==> config.mk <==
export PLATFORM = sky130hd
export DESIGN_NAME = diag_session_security_gate_top_flat
export DESIGN_NICKNAME = d
export VERILOG_FILES = /design/src/design/dsg_pkg.sv /design/src/design/dsg_if.sv /design/src/design/diag_session_security_gate_top.sv /design/src/flat_wrapper.sv
export SDC_FILE = /design/constraint.sdc
export NUM_CORES = 1
export LEC_CHECK = 0
export CORE_ASPECT_RATIO = 2
export CORE_MARGIN = 2
export CORE_UTILIZATION = 59
export CTS_BUF_LIST = sky130_fd_sc_hd__clkbuf_4 sky130_fd_sc_hd__clkbuf_8
export DETAILED_ROUTE_END_ITERATION = 6
export DONT_BUFFER_PORTS = 1
export PLACE_DENSITY = 0.79
export SETUP_SLACK_MARGIN = 0.5
export SYNTH_ARGS = -nofsm -noshare
export SYNTH_HDL_FRONTEND = slang
export SYNTH_SLANG_ARGS = --single-unit
==> constraint.sdc <==
create_clock -name clk_i -period 3.21 [get_ports clk_i]
set_input_delay 0.321 -clock clk_i [delete_from_list [all_inputs] [get_ports clk_i]]
set_output_delay 0.321 -clock clk_i [all_outputs]
set_load 0.02 [all_outputs]
==> src/design/dsg_pkg.sv <==
// ----------------------------------------------------------------------------
// dsg_pkg: shared types and constants of the diagnostic session gate
// service codes, session codes, error kinds and the transaction payloads
// ----------------------------------------------------------------------------
package dsg_pkg;

  // service identifiers
  localparam logic [7:0] SidSessionCtrl = 8'h10;
  localparam logic [7:0] SidEcuReset    = 8'h11;
  localparam logic [7:0] SidReadDid     = 8'h22;
  localparam logic [7:0] SidSecAccess   = 8'h27;
  localparam logic [7:0] SidWriteDid    = 8'h2E;
  localparam logic [7:0] SidRoutine     = 8'h31;
  localparam logic [7:0] SidTester      = 8'h3E;
  localparam logic [7:0] PosOffset      = 8'h40;
  localparam logic [7:0] NegSid         = 8'h7F;

  localparam logic [31:0] SeedFallback  = 32'h1234_5678;
  localparam logic [31:0] MaskReset     = 32'hABCD_EF00;
  localparam logic [15:0] DidStartReset = 16'hF1A0;

  // configuration register indexes
  localparam int unsigned CfgIdxW = 8;
  localparam logic [CfgIdxW-1:0] CfgKeyXorMask   = 8'd0;
  localparam logic [CfgIdxW-1:0] CfgProtDidStart = 8'd1;

  typedef enum logic [1:0] {
    SESS_DEFAULT  = 2'd1,
    SESS_PROGRAM  = 2'd2,
    SESS_EXTENDED = 2'd3
  } sess_e;

  typedef enum logic [2:0] {
    EK_NONE    = 3'd0,
    EK_SERVICE = 3'd1,
    EK_SUBFUNC = 3'd2,
    EK_LENGTH  = 3'd3,
    EK_RANGE   = 3'd4,
    EK_DENIED  = 3'd5,
    EK_KEY     = 3'd6,
    EK_SESSION = 3'd7
  } err_kind_e;

  typedef struct packed {
    logic [7:0]  service_id;
    logic [7:0]  sub_function;
    logic [2:0]  payload_len;
    logic [31:0] payload_word;
    logic        did_known;
    logic [31:0] random_value;
    logic [31:0] time_ms;
  } req_t;

  typedef struct packed {
    logic [7:0]  response_sid;
    logic [7:0]  echo_byte;
    logic        is_negative;
    err_kind_e   error_kind;
    logic [31:0] resp_word;
    logic [2:0]  resp_len;
    logic        read_granted;
  } rsp_t;

  typedef struct packed {
    logic [CfgIdxW-1:0] index;
    logic [31:0]        wdata;
  } cfg_t;

endpackage

==> src/design/dsg_if.sv <==
// ----------------------------------------------------------------------------
// dsg channel interfaces
// valid/ready channels for requests, responses and configuration writes
// ----------------------------------------------------------------------------
interface dsg_req_if import dsg_pkg::*; ();
  logic valid;
  logic ready;
  req_t data;
  modport source (output valid, output data, input ready);
  modport sink (input valid, input data, output ready);
endinterface

interface dsg_rsp_if import dsg_pkg::*; ();
  logic valid;
  logic ready;
  rsp_t data;
  modport source (output valid, output data, input ready);
  modport sink (input valid, input data, output ready);
endinterface

interface dsg_cfg_if import dsg_pkg::*; ();
  logic valid;
  logic ready;
  cfg_t data;
  modport source (output valid, output data, input ready);
  modport sink (input valid, input data, output ready);
endinterface

==> src/design/diag_session_security_gate_top.sv <==
// ----------------------------------------------------------------------------
// diag_session_security_gate_top: diagnostic session and security access gate
// timing: the response is registered, valid in the cycle after acceptance
// throughput: one request per cycle while responses are taken downstream;
// the response register is the only stage, refilled in the cycle it is taken
// reset: rst_ni async low; default session, not authenticated, seed zero,
// mask and protected DID start at their reset values, no response pending
// ----------------------------------------------------------------------------
module diag_session_security_gate_top
  import dsg_pkg::*;
(
  input logic           clk_i,
  input logic           rst_ni,
  dsg_req_if.sink       req,
  dsg_rsp_if.source     rsp,
  dsg_cfg_if.sink       cfg
);

  // configuration registers
  logic [31:0] key_mask_q;
  logic [15:0] did_start_q;

  // session state
  sess_e       session_q, session_d;
  logic        auth_q, auth_d;
  logic [7:0]  sec_level_q, sec_level_d;
  logic [31:0] seed_q, seed_d;

  // response register
  logic        rsp_valid_q;
  rsp_t        rsp_q, rsp_d;

  logic        req_fire;
  logic        cfg_fire;

  // request fields
  logic [7:0]  sid;
  logic [7:0]  sub;
  logic [15:0] did;
  logic [31:0] new_seed;
  logic        sess_gate;

  // response stage is free when empty or being drained this cycle
  assign req.ready = !rsp_valid_q || rsp.ready;
  assign req_fire  = req.valid && req.ready;

  // configuration writes are always taken
  assign cfg.ready = 1'b1;
  assign cfg_fire  = cfg.valid;

  assign sid      = req.data.service_id;
  assign sub      = req.data.sub_function;
  assign did      = req.data.payload_word[15:0];
  assign new_seed = (req.data.random_value == 32'd0) ? SeedFallback
                                                      : req.data.random_value;

  // read, write and routine are refused in the default session
  assign sess_gate = (session_q == SESS_DEFAULT) &&
                     (sid == SidReadDid || sid == SidWriteDid || sid == SidRoutine);

  // ---------------------------------------------------------------------
  // request decode: response and next state in one pass
  // ---------------------------------------------------------------------
  always_comb begin
    session_d   = session_q;
    auth_d      = auth_q;
    sec_level_d = sec_level_q;
    seed_d      = seed_q;

    // default to a negative answer; positive paths overwrite it
    rsp_d.response_sid = NegSid;
    rsp_d.echo_byte    = sid;
    rsp_d.is_negative  = 1'b1;
    rsp_d.error_kind   = EK_SERVICE;
    rsp_d.resp_word    = 32'd0;
    rsp_d.resp_len     = 3'd0;
    rsp_d.read_granted = 1'b0;

    if (sess_gate) begin
      rsp_d.error_kind = EK_SESSION;
    end else begin
      case (sid)
        SidSessionCtrl: begin
          if (sub == 8'(SESS_DEFAULT)) begin
            session_d   = SESS_DEFAULT;
            auth_d      = 1'b0;
            sec_level_d = 8'd0;
            rsp_d.is_negative = 1'b0;
          end else if (sub == 8'(SESS_PROGRAM) || sub == 8'(SESS_EXTENDED)) begin
            if (!auth_q) begin
              rsp_d.error_kind = EK_DENIED;
            end else begin
              session_d = sess_e'(sub[1:0]);
              rsp_d.is_negative = 1'b0;
            end
          end else begin
            rsp_d.error_kind = EK_SUBFUNC;
          end
          if (!rsp_d.is_negative) begin
            // echo the sub-function as a single response byte
            rsp_d.echo_byte = sub;
            rsp_d.resp_len  = 3'd1;
          end
        end

        SidReadDid: begin
          if (req.data.payload_len < 3'd2) begin
            rsp_d.error_kind = EK_LENGTH;
          end else if (!req.data.did_known) begin
            rsp_d.error_kind = EK_RANGE;
          end else if (did >= did_start_q && !auth_q) begin
            rsp_d.error_kind = EK_DENIED;
          end else begin
            // data bytes are appended from the external identifier store
            rsp_d.is_negative  = 1'b0;
            rsp_d.echo_byte    = 8'd0;
            rsp_d.resp_word    = {16'd0, did};
            rsp_d.resp_len     = 3'd2;
            rsp_d.read_granted = 1'b1;
          end
        end

        SidTester: begin
          if (sub != 8'd0) begin
            rsp_d.error_kind = EK_SUBFUNC;
          end else begin
            rsp_d.is_negative = 1'b0;
            rsp_d.echo_byte   = 8'd0;
          end
        end

        SidSecAccess: begin
          if (sub[0]) begin
            // seed request: level follows the sub-function pair
            seed_d      = new_seed;
            sec_level_d = {1'b0, sub[7:1]} + 8'd1;
            rsp_d.is_negative = 1'b0;
            rsp_d.echo_byte   = sub;
            rsp_d.resp_word   = new_seed;
            rsp_d.resp_len    = 3'd4;
          end else if (req.data.payload_len < 3'd4) begin
            rsp_d.error_kind = EK_LENGTH;
          end else if (req.data.payload_word != (seed_q ^ key_mask_q)) begin
            rsp_d.error_kind = EK_KEY;
          end else begin
            auth_d = 1'b1;
            rsp_d.is_negative = 1'b0;
            rsp_d.echo_byte   = sub;
          end
        end

        SidEcuReset: begin
          if (sub inside {[8'd1:8'd3]}) begin
            // reset time is echoed back
            rsp_d.is_negative = 1'b0;
            rsp_d.echo_byte   = sub;
            rsp_d.resp_word   = req.data.time_ms;
            rsp_d.resp_len    = 3'd4;
          end else begin
            rsp_d.error_kind = EK_SUBFUNC;
          end
        end

        default: begin
          rsp_d.error_kind = EK_SERVICE;
        end
      endcase
    end

    if (!rsp_d.is_negative) begin
      rsp_d.response_sid = sid + PosOffset;
      rsp_d.error_kind   = EK_NONE;
    end
  end

  // ---------------------------------------------------------------------
  // configuration registers; out-of-range indexes are dropped
  // ---------------------------------------------------------------------
  always_ff @(posedge clk_i or negedge rst_ni) begin
    if (!rst_ni) begin
      key_mask_q  <= MaskReset;
      did_start_q <= DidStartReset;
    end else if (cfg_fire) begin
      if (cfg.data.index == CfgKeyXorMask) begin
        key_mask_q <= cfg.data.wdata;
      end else if (cfg.data.index == CfgProtDidStart) begin
        did_start_q <= cfg.data.wdata[15:0];
      end
    end
  end

  // session state only moves on an accepted request
  always_ff @(posedge clk_i or negedge rst_ni) begin
    if (!rst_ni) begin
      session_q   <= SESS_DEFAULT;
      auth_q      <= 1'b0;
      sec_level_q <= 8'd0;
      seed_q      <= 32'd0;
    end else if (req_fire) begin
      session_q   <= session_d;
      auth_q      <= auth_d;
      sec_level_q <= sec_level_d;
      seed_q      <= seed_d;
    end
  end

  // response valid
  always_ff @(posedge clk_i or negedge rst_ni) begin
    if (!rst_ni) begin
      rsp_valid_q <= 1'b0;
    end else if (req_fire) begin
      rsp_valid_q <= 1'b1;
    end else if (rsp.ready) begin
      rsp_valid_q <= 1'b0;
    end
  end

  // response payload, no reset needed
  always_ff @(posedge clk_i) begin
    if (req_fire) begin
      rsp_q <= rsp_d;
    end
  end

  assign rsp.valid = rsp_valid_q;
  assign rsp.data  = rsp_q;

  // ---------------------------------------------------------------------
  // assertions
  // ---------------------------------------------------------------------
  a_neg_empty: assert property (@(posedge clk_i) disable iff (!rst_ni)
    (rsp_valid_q && rsp_q.is_negative) |->
      (rsp_q.resp_word == 32'd0 && rsp_q.resp_len == 3'd0 && !rsp_q.read_granted))
    else $error("negative response carries data");

  a_grant_read: assert property (@(posedge clk_i) disable iff (!rst_ni)
    (rsp_valid_q && rsp_q.read_granted) |->
      (rsp_q.response_sid == (SidReadDid + PosOffset) && rsp_q.resp_len == 3'd2))
    else $error("read grant on a non-read response");

  a_sess_valid: assert property (@(posedge clk_i) disable iff (!rst_ni)
    session_q != sess_e'(2'd0))
    else $error("session register holds an unused code");

  a_default_drops_auth: assert property (@(posedge clk_i) disable iff (!rst_ni)
    (req_fire && sid == SidSessionCtrl && sub == 8'(SESS_DEFAULT)) |=>
      (!auth_q && sec_level_q == 8'd0 && session_q == SESS_DEFAULT))
    else $error("default session request left authentication set");

  a_kind_sign: assert property (@(posedge clk_i) disable iff (!rst_ni)
    rsp_valid_q |-> (rsp_q.is_negative == (rsp_q.error_kind != EK_NONE)))
    else $error("error kind disagrees with response sign");

endmodule
==> src/flat_wrapper.sv <==
// flat-port wrapper written by rule: the top's interface ports become plain ports
module diag_session_security_gate_top_flat import dsg_pkg::*;
  (clk_i, rst_ni, req_valid, req_data, req_ready, rsp_valid, rsp_data, rsp_ready, cfg_valid, cfg_data, cfg_ready);
  dsg_req_if req_i ();
  dsg_rsp_if rsp_i ();
  dsg_cfg_if cfg_i ();
  input logic clk_i;
  input logic rst_ni;
  input wire logic [$bits(req_i.valid)-1:0] req_valid;
  input wire logic [$bits(req_i.data)-1:0] req_data;
  output wire logic [$bits(req_i.ready)-1:0] req_ready;
  output wire logic [$bits(rsp_i.valid)-1:0] rsp_valid;
  output wire logic [$bits(rsp_i.data)-1:0] rsp_data;
  input wire logic [$bits(rsp_i.ready)-1:0] rsp_ready;
  input wire logic [$bits(cfg_i.valid)-1:0] cfg_valid;
  input wire logic [$bits(cfg_i.data)-1:0] cfg_data;
  output wire logic [$bits(cfg_i.ready)-1:0] cfg_ready;
  assign req_i.valid = req_valid;
  assign req_i.data = req_data;
  assign req_ready = req_i.ready;
  assign rsp_valid = rsp_i.valid;
  assign rsp_data = rsp_i.data;
  assign rsp_i.ready = rsp_ready;
  assign cfg_i.valid = cfg_valid;
  assign cfg_i.data = cfg_data;
  assign cfg_ready = cfg_i.ready;
  diag_session_security_gate_top u_core (.clk_i(clk_i), .rst_ni(rst_ni), .req(req_i), .rsp(rsp_i), .cfg(cfg_i));
endmodule
==> impl_metrics.py <==
metrics = {
    "global_routing": {
        "first_global_vias": 5440,
        "antenna_found_initial": 0,
        "grt_overflow": 0,
        "grt_max_degree": 85,
        "grt_first_pass_wirelength_um": 30600,
        "grt_usage_pct": 30.0,
    },
    "synthesis": {
        "ys.flop_type": "dfrtp_1",
        "yosysTopAreaCellShare_pct": 22.4,
        "synth_nets": 774,
        "synthTopCellsByCount": "dfrtp_1, nor2_1, edfxtp_1",
        "synth_cell_types": 64,
        "avgSynthCellArea_um2": 12.6,
        "yosys_warnings": 0,
        "syn_area_um2": 7500,
        "synthCells": 596,
        "synth_area_leaders": "edfxtp_1, dfrtp_1, xnor3_1, dfstp_2, mux2_2",
        "synth_edf_count": 56,
        "synthArstFlopShare_pct": 60.0,
        "yosysTopAreaCell": "edfxtp_1",
        "synth-seq-area-share_pct": 50.9,
        "synth_seq_cells": 140,
    },
    "setup_path": {
        "critical_path.max_stage_delay_ps": 540,
        "path_max_fanout": 4,
        "reg2regPathDepth": 8,
        "required_ps": 3420,
        "path_cells": "inv_1, ha_1, a21oi_1, o2111ai_1, a221oi_2, a21oi_2, or3_4, a211o_1",
        "worst_r2r_endpoint": "u_core.rsp.data[40]",
        "cp-start-kind": "register",
        "cp.arrival_ps": 2850,
        "endpoint_kind": "register",
        "r2r_start": "u_core.did_start_q[13]",
        "rrSetupSlack_ps": 570,
        "criticalPathCategory": "reg2reg",
        "cp_slowest_cell": "dfstp_2",
    },
    "timing": {
        "slew_headroom_pct": 41.9,
        "fin_crit_ps": 2640,
        "finalClockSkew_ps": 12.8,
        "finalMaxSlewViolations": 0,
        "grt_setup_unrepaired": "no",
        "tns_ps": 0,
        "hold_violations": 0,
        "fmax_mhz": 378,
        "worstMarginPinSlew_ps": 869,
        "finalSetupViolations": 0,
        "fin_crit_sh_pct": 82.4,
    },
    "route": {
        "avgViaCountPerCell": 6.45,
        "num_vias": 5163,
        "antenna_left": 0,
        "routedWlPerCell_um": 25.5,
        "wirelength_um": 20400,
        "dr.pass1.iters": 5,
        "first_iter_violations": 376,
        "drc": 0,
    },
    "floorplan": {
        "rows": 58,
        "pin_count": 220,
        "die_area_um2": 13700,
        "fp.dieW_um": 83.7,
        "start_util_pct": 60.1,
        "fp.dieH_um": 163,
        "core_um2": 12500,
    },
    "clock_tree": {
        "clk_latency_ps": 450,
        "cts_tree": "done",
        "clock-sinks": 140,
        "cts.reportedPaths.clkPinSlew_ps": 90,
        "cts_made_buffers": 17,
        "ctsRootBufferMaster": "clkbuf_8",
        "clk_path_buf_depth": 2,
        "cts-htree-levels": 4,
    },
    "worst_hold_path": {
        "hold_end": "u_core.did_start_q[10]",
        "min_path_type": "in2reg",
        "min_path_cells": 1,
        "min-delay-start": "cfg_data[10]",
    },
    "placement": {
        "place.gp.congestion": 0.959,
        "dpl.hpwl_um": 15700,
        "io_buffers": 0,
    },
    "outcome": {
        "status": "finished clean",
    },
    "final_layout": {
        "area_growth_pct": 12.2,
        "nets": 816,
        "layout-drive-gt1-share_pct": 25.2,
        "insertedDiodeCount": 0,
        "final-seq-area_um2": 3810,
        "fill_cells": 893,
        "multi_input_area_um2": 3440,
    },
    "power": {
        "cellLeakagePower_nw": 3.47,
        "cellPowerDensity_nw_per_um2": 448,
        "ir_drop_mv": 0.310,
        "power_w": 0.00377,
    },
    "job": {
        "maxCapViolations": 0,
    },
}
==> repair_timing <==
item / 4_1_cts / 5_1_grt
endpoints found under the hold margin: 102 / 6
gates resized for setup: 2 / 4
pin swaps: 1 / 2
setup endpoints to repair: 4 / 2
hold buffers: 19 / 6
cloned: 0 / 0
buffers inserted: 0 / 0
==> layout by cell type, fill, tap and decap left out, types with 17 or more instances in the layout <==
master         instances
buf_4                 19
dfstp_2               25
clkbuf_8              17
nor2_1                56
mux2_2                54
dlygate4sd3_1         24
inv_1                 42
dfrtp_1               59
xnor3_1               32
a21oi_1               21
ha_1                  17
o21ai_0               19
nand2_1               38
edfxtp_1              56
==> registers in the layout, summed over array words and instances, names as in the netlist <==
name	count
u_core.session_q	2
u_core.rsp.data	56
u_core.auth_q	1
u_core.rsp.valid	1
u_core.did_start_q	16
u_core.seed_q	32
u_core.key_mask_q	32
==> cells by family (layout without fill, tap and decap cells) <==
logic type	count (synthesis)	in the layout	share of synthesized area [%]
AND/OR/NAND/NOR	165	165	11.7
other	1	1	0.0500
adder cells (fa/ha/maj)	17	17	2.84
XOR/XNOR	33	33	9.72
multiplexers	69	69	11.0
AO/OA/AOI/OAI	106	106	10.1
buffers and inverters	65	120	3.77
flip-flops	140	140	50.9
==> final cells by class <==
cell class                 instances  area share [%]
inverter                          43            1.92
multi-input combinational        391            40.8
sequential                       140            45.3
clock inverter                    15            1.83
tap                              150            2.23
clock buffer                      17            2.78
timing repair buffer              45            5.11
==> stage by stage <==
step | std cells | utilization, % | hold WS (ps) | instance area, µm² | setup slack, ps
floorplan | 596 | - | 25.4 | 7500 | 648
global route | 801 | 67.4 | 0.0950 | 8420 | 508
CTS | 795 | 66.8 | 0.233 | 8340 | 521
detailed placement | 744 | 62.0 | 26.7 | 7740 | 369
finish | 801 | 67.4 | 16.8 | 8420 | 565
global placement | 744 | 62.0 | 27.6 | 7740 | 400
==> per-layer routing <==
| metal | global-route usage, % | vias up | part of all wire, % |
|---|---|---|---|
| met5 | 0 | - | 0 |
| met4 | 17.7 | 0 | 5.8 |
| met3 | 9.10 | 80 | 8.3 |
| met2 | 52.5 | 300 | 53 |
| met1 | 31.4 | 2504 | 33 |
| li1 | - | 2279 | - |
==> worst max path at each step <==
| stage | from | endpoint | slack, ps | depth (start not counted) |
|---|---|---|---|---|
| 6_report | u_core.did_start_q[13] | u_core.rsp.data[40] | 570 | 8 |
| 5_1_grt | u_core.did_start_q[7] | u_core.rsp.data[40] | 510 | 8 |
| 4_1_cts | u_core.did_start_q[7] | u_core.rsp.data[40] | 520 | 8 |
| 3_5_place_dp | u_core.did_start_q[7] | u_core.rsp.data[40] | 370 | 8 |
| 3_3_place_gp | u_core.did_start_q[7] | u_core.rsp.data[40] | 400 | 8 |
| 2_1_floorplan | u_core.did_start_q[15] | u_core.rsp.data[5] | 650 | 9 |
==> worst max-delay path, delay by kind of cell, from the launching register on <==
family                     cells  cell delay, ps
adders and majority gates      1             280
buffers and inverters          1              40
and+or+nand+nor                1             440
AOI/OAI and AO/OA              5            1090
DFF                            1             540
==> report_power, final <==
part / total [W] / switching, W / leakage [nW] / internal (W)
Combinational: 0.000338 / 0.000157 / 1.68 / 0.000181
Clock: 0.00142 / 0.000775 / 0.190 / 0.000642
Sequential: 0.00202 / 0.0000748 / 1.60 / 0.00194
Total: 0.00377 / 0.00101 / 3.47 / 0.00277
(Power assumes the default switching activity.)
